$ cat config.mk
export PLATFORM = sky130hd
export DESIGN_NAME = ffha_ram
export DESIGN_NICKNAME = d
export VERILOG_FILES = /design/src/rtl/ffha_ram.sv
export SDC_FILE = /design/constraint.sdc
export NUM_CORES = 1
export LEC_CHECK = 0
export BUFFER_PORTS_ARGS = -buffer_cell sky130_fd_sc_hd__buf_2
export CAP_MARGIN = 20
export CORE_MARGIN = 1
export CORE_UTILIZATION = 35
export CTS_BUF_LIST = sky130_fd_sc_hd__clkbuf_16
export DETAILED_ROUTE_END_ITERATION = 8
export PLACE_DENSITY = 0.47
export SLEW_MARGIN = 40
export SYNTH_ARGS = -nofsm -noshare
export SYNTH_HDL_FRONTEND = slang
export SYNTH_SLANG_ARGS = --single-unit
$ cat constraint.sdc
create_clock -name i_clk -period 2.3 [get_ports i_clk]
set_clock_uncertainty 0.15 [all_clocks]
set_input_delay 0 -clock i_clk [delete_from_list [all_inputs] [get_ports i_clk]]
set_output_delay 0 -clock i_clk [all_outputs]
set_load 0.005 [all_outputs]
$ cat src/rtl/ffha_ram.sv
//------------------------------------------------------------------------------
// ffha_ram
// Single-port synchronous RAM with registered read data.
//------------------------------------------------------------------------------
`default_nettype none

module ffha_ram #(
    parameter int WIDTH = 8,
    parameter int DEPTH = 16
) (
    input  wire logic                     i_clk,
    input  wire logic                     i_we,
    input  wire logic [$clog2(DEPTH)-1:0] i_addr,
    input  wire logic [WIDTH-1:0]         i_wdata,
    output logic      [WIDTH-1:0]         o_rdata
);

    logic [WIDTH-1:0] r_mem [DEPTH];

    always_ff @(posedge i_clk) begin
        if (i_we) begin
            r_mem[i_addr] <= i_wdata;
        end
        o_rdata <= r_mem[i_addr];
    end

endmodule

`default_nettype wire

# Yosys cells after proc, flatten, opt, wreduce, memory -nomap -nowiden

Memories as Yosys holds them, arrays and structs flattened. A register that Yosys moved wholly into a read port is not among the register bits.
Cells that the tools add are included.

Output and inout bits: 8
Memory bits (writable): 128
Memories kept: 1
Logic and storage cells: 3
Bits of input ports: 14
Bits in registers: 0

Multiplexer cells: 2

Memory list:

| name  | depth | bits a word | rd ports | clocked after Yosys merged registers in | write ports | line | RTL |
|---|---|---|---|---|---|---|---|
| r_mem | 16    | 8           | 1        | 1                                       | 1           | 18   | `logic [WIDTH-1:0] r_mem [DEPTH];` |

Operators by type and width:

| kind             | count |
|---|---|
| 2-to-1 mux 1 bit | 2 |

# Depth between registers and ports, before layout

Depth in word-level cells: 2
Gate-level depth with buffers: 5
Mapped depth without buffers: 3

# Least setup slack after synthesis

No wires, ideal clock.

Path kind: input-to-reg
From: input port i_addr[2]
To: memory r_mem[0][0], enable pin
Path slack: 0.657 ns
Library setup time: 0.383 ns
Stages on the path: 2
Buffers on the path: 0
Required time: 1.767 ns
Arrival time: 1.110 ns
Cell sequence: or3b_2 -> nor3_1

RTL lines:

| item               | line | RTL |
|---|---|---|
| start: declaration | 13   | `input wire logic [$clog2(DEPTH)-1:0] i_addr,` |
| end: declaration   | 18   |  |

Straight into the memory's write port.

==> flow_metrics.env <==
export IMPL_cp_required_ps=2430
export IMPL_grt_max_degree=39
export IMPL_max_freq_mhz=674
export IMPL_insertion_delay_ps=410
export IMPL_crit_slowest_cell="mux4_2"
export IMPL_fp_coreArea_mm2=0.0140
export IMPL_grt_pass1_vias=2566
export IMPL_setup_viol=0
export IMPL_synth_area_mm2=0.00507
export IMPL_cts_resized=0
export IMPL_slew_limit_headroom_pct=49.4
export IMPL_synthCells=230
export IMPL_cts_made_buffers=17
export IMPL_antennaDiodeCount=0
export IMPL_dp_hpwl_um=6770
export IMPL_yosysWarnings=0
export IMPL_r2r_end="o_rdata[1]$_DFF_P_"
export IMPL_initial_core_util_pct=36.2
export IMPL_synth_edf_count=128
export IMPL_viasPerCell=5.01
export IMPL_cts_buffer_depth=2
export IMPL_tightest_slew_ps=758
export IMPL_cts_root_buf="clkbuf_16"
export IMPL_wl_per_cell_um=21.7
export IMPL_grt_pass1_wl_um=15700
export IMPL_dieArea_mm2=0.0150
export IMPL_fin_setup_tns_ps=0
export IMPL_synth_ff_type="edfxtp_1"
export IMPL_status="complete, no violations"
export IMPL_synthTopCellsByCount="edfxtp_1, mux4_2, a22oi_1, nor2_1, nand2_1"
export IMPL_drt_iter0_markers=252
export IMPL_crit_path_end_kind="flop"
export IMPL_hold_start="i_addr[2]"
export IMPL_io_pin_count=22
export IMPL_dr_pass1_iters=4
export IMPL_slew_viol_final=0
export IMPL_hold_class="in2reg"
export IMPL_worstPathMaxFanout=1
export IMPL_reg2reg_slack_ps=820
export IMPL_gp_congestion=0.737
export IMPL_reg2regPathDepth=3
export IMPL_path_cells="mux4_2, a22oi_1, nand2_1"
export IMPL_postCtsSetupBuffers=0
export IMPL_post_route_cell_area_mm2=0.00620
export IMPL_cp_start_kind="flop"
export IMPL_synth_area_per_cell_um2=22.0
export IMPL_syn_nets=244
export IMPL_drc=0
export IMPL_yosysMostFrequentCell="edfxtp_1"
export IMPL_rows=43
export IMPL_final_core_util_pct=44.3
export IMPL_cp_endpoint="o_rdata[1]$_DFF_P_"
export IMPL_die_height_um=122
export IMPL_cts_htree_levels=4
export IMPL_r2r_start="r_mem[11][1]$_DFFE_PP_"
export IMPL_cap_violations=0
export IMPL_path_class="reg2reg"
export IMPL_min_delay_path_depth=3
export IMPL_cp_top_family="multiplexers"
export IMPL_place_area_mm2=0.00553
export IMPL_drive_gt1_share_pct=35.1
export IMPL_track_usage_pct=15.4
export IMPL_path_depth=3
export IMPL_hold_viol=0
export IMPL_synthArstFlopShare_pct=0
export IMPL_synth_area_top_cells="edfxtp_1, mux4_2, dfxtp_1"
export IMPL_antenna_found_initial=0
export IMPL_drtAntennaViolNets=0
export IMPL_cpPeakStageDelay_ps=500
export IMPL_holdWs_ps=31.8
export IMPL_chipWidth_um=122
export IMPL_area_growth_pct=22.3
export IMPL_critPathBufInv=0
export IMPL_synth_seq_area_share_pct=79.0
export IMPL_cp_arrival_ps=1610
export IMPL_ys_types=18
export IMPL_cts_tree="yes"
export IMPL_critPathLaunch="r_mem[11][1]$_DFFE_PP_"
export IMPL_clk_pin_slew_worst_paths_ps=60
export IMPL_fin_crit_sh_pct=64.5
export IMPL_vias=2417
export IMPL_io_buffers=21
export IMPL_fin_nets=303
export IMPL_ys_ff_latch=136
export IMPL_yosysTopAreaCell="edfxtp_1"
export IMPL_yosys_area_top_type_share_pct=75.9
export IMPL_drt_wl_total_um=10500
export IMPL_fin_crit_ps=1480
export IMPL_vdd_drop_max_mv=0.598
export IMPL_cts_sinks=136
export IMPL_gr_total_overflow=0
export IMPL_fill_cells=1213
export IMPL_p_leak_nw=2.07
export IMPL_rsz0062_at_grt="false"
export IMPL_p_per_area_mw_per_mm2=922
[metal layers]
layer  global-route usage [%]  vias to the layer above  wire length, um
met3                     3.44                        2              496
met5                        0                        -                0
met1                     20.7                     1262             4650
li1                         -                     1081                -
met4                     5.87                        0               45
met2                     24.5                       72             5270
[worst register-to-register path: stages (launching register included)]
cell and delay [ps]:
edfxtp_1 350, mux4_2 500, a22oi_1 280, nand2_1 90
[through the flow]
| stage | worst slack (ps) | power (mW) | instances |
|---|---|---|---|
| final | 816 | 5.71 | 482 |
| after global routing | 744 | 5.89 | 482 |
| after CTS | 783 | 5.78 | 482 |
| after detailed placement | 386 | 3.11 | 442 |
| after global placement | 367 | 3.11 | 442 |
| after floorplan | 657 | 2.98 | 230 |
[cells by family after synthesis]
kind of cell           synth area share (%)
buffers and inverters                  1.19
DFF                                    79.0
AOI/OAI and AO/OA                      2.37
and+or+nand+nor                        3.21
muxes                                  14.2
[what timing repair did]
item                                   4_1_cts  5_1_grt
hold buffers                                 8        0
endpoints found under the hold margin      128        0
setup endpoints to repair                    0        0
[flip-flops by register name, summed over array words and instances (netlist names)]
register and cells:
o_rdata 8, r_mem 128
[placed cells by master (no fill, tap or decap), drive strengths merged]
| cell type | instances |
|---|---|
| buf | 43 |
| nand2 | 9 |
| nand3 | 1 |
| bufinv | 3 |
| inv | 2 |
| edfxtp | 128 |
| dlygate4sd3 | 8 |
| clkinv | 7 |
| nor3 | 4 |
| mux4 | 32 |
| nor2 | 13 |
| nand3b | 2 |
| and2 | 1 |
| clkinvlp | 3 |
| or3b | 1 |
| clkbuf | 17 |
| a22oi | 16 |
| nor2b | 2 |
| nand2b | 2 |
| dfxtp | 8 |
[how the worst min path moves through the flow]
stage                             to  slack (ps)
2_1_floorplan  r_mem[0][0]$_DFFE_PP_         -50
3_3_place_gp              o_rdata[0]         230
3_5_place_dp              o_rdata[0]         230
4_1_cts        r_mem[1][6]$_DFFE_PP_          10
5_1_grt        r_mem[1][6]$_DFFE_PP_          50
6_report       r_mem[1][6]$_DFFE_PP_          30
[area by class of cell]
| class | instances | area, um^2 | share of cell area, % |
|---|---|---|---|
| Clock buffer | 17 | 425 | 6.87 |
| Clock inverter | 15 | 163 | 2.63 |
| Multi-Input combinational cell | 83 | 1000 | 16.2 |
| Sequential cell | 136 | 4000 | 64.6 |
| Tap cell | 180 | 225 | 3.63 |
| Timing Repair Buffer | 51 | 375 | 6.06 |
[power by group]
part	switching, mW	total, mW	leakage, nW	internal, mW
clock network	0.963	2.65	0.291	1.69
logic	0.150	0.272	0.553	0.122
registers	0.0186	2.79	1.22	2.77
No activity file was read; power rests on OpenSTA's default activity.
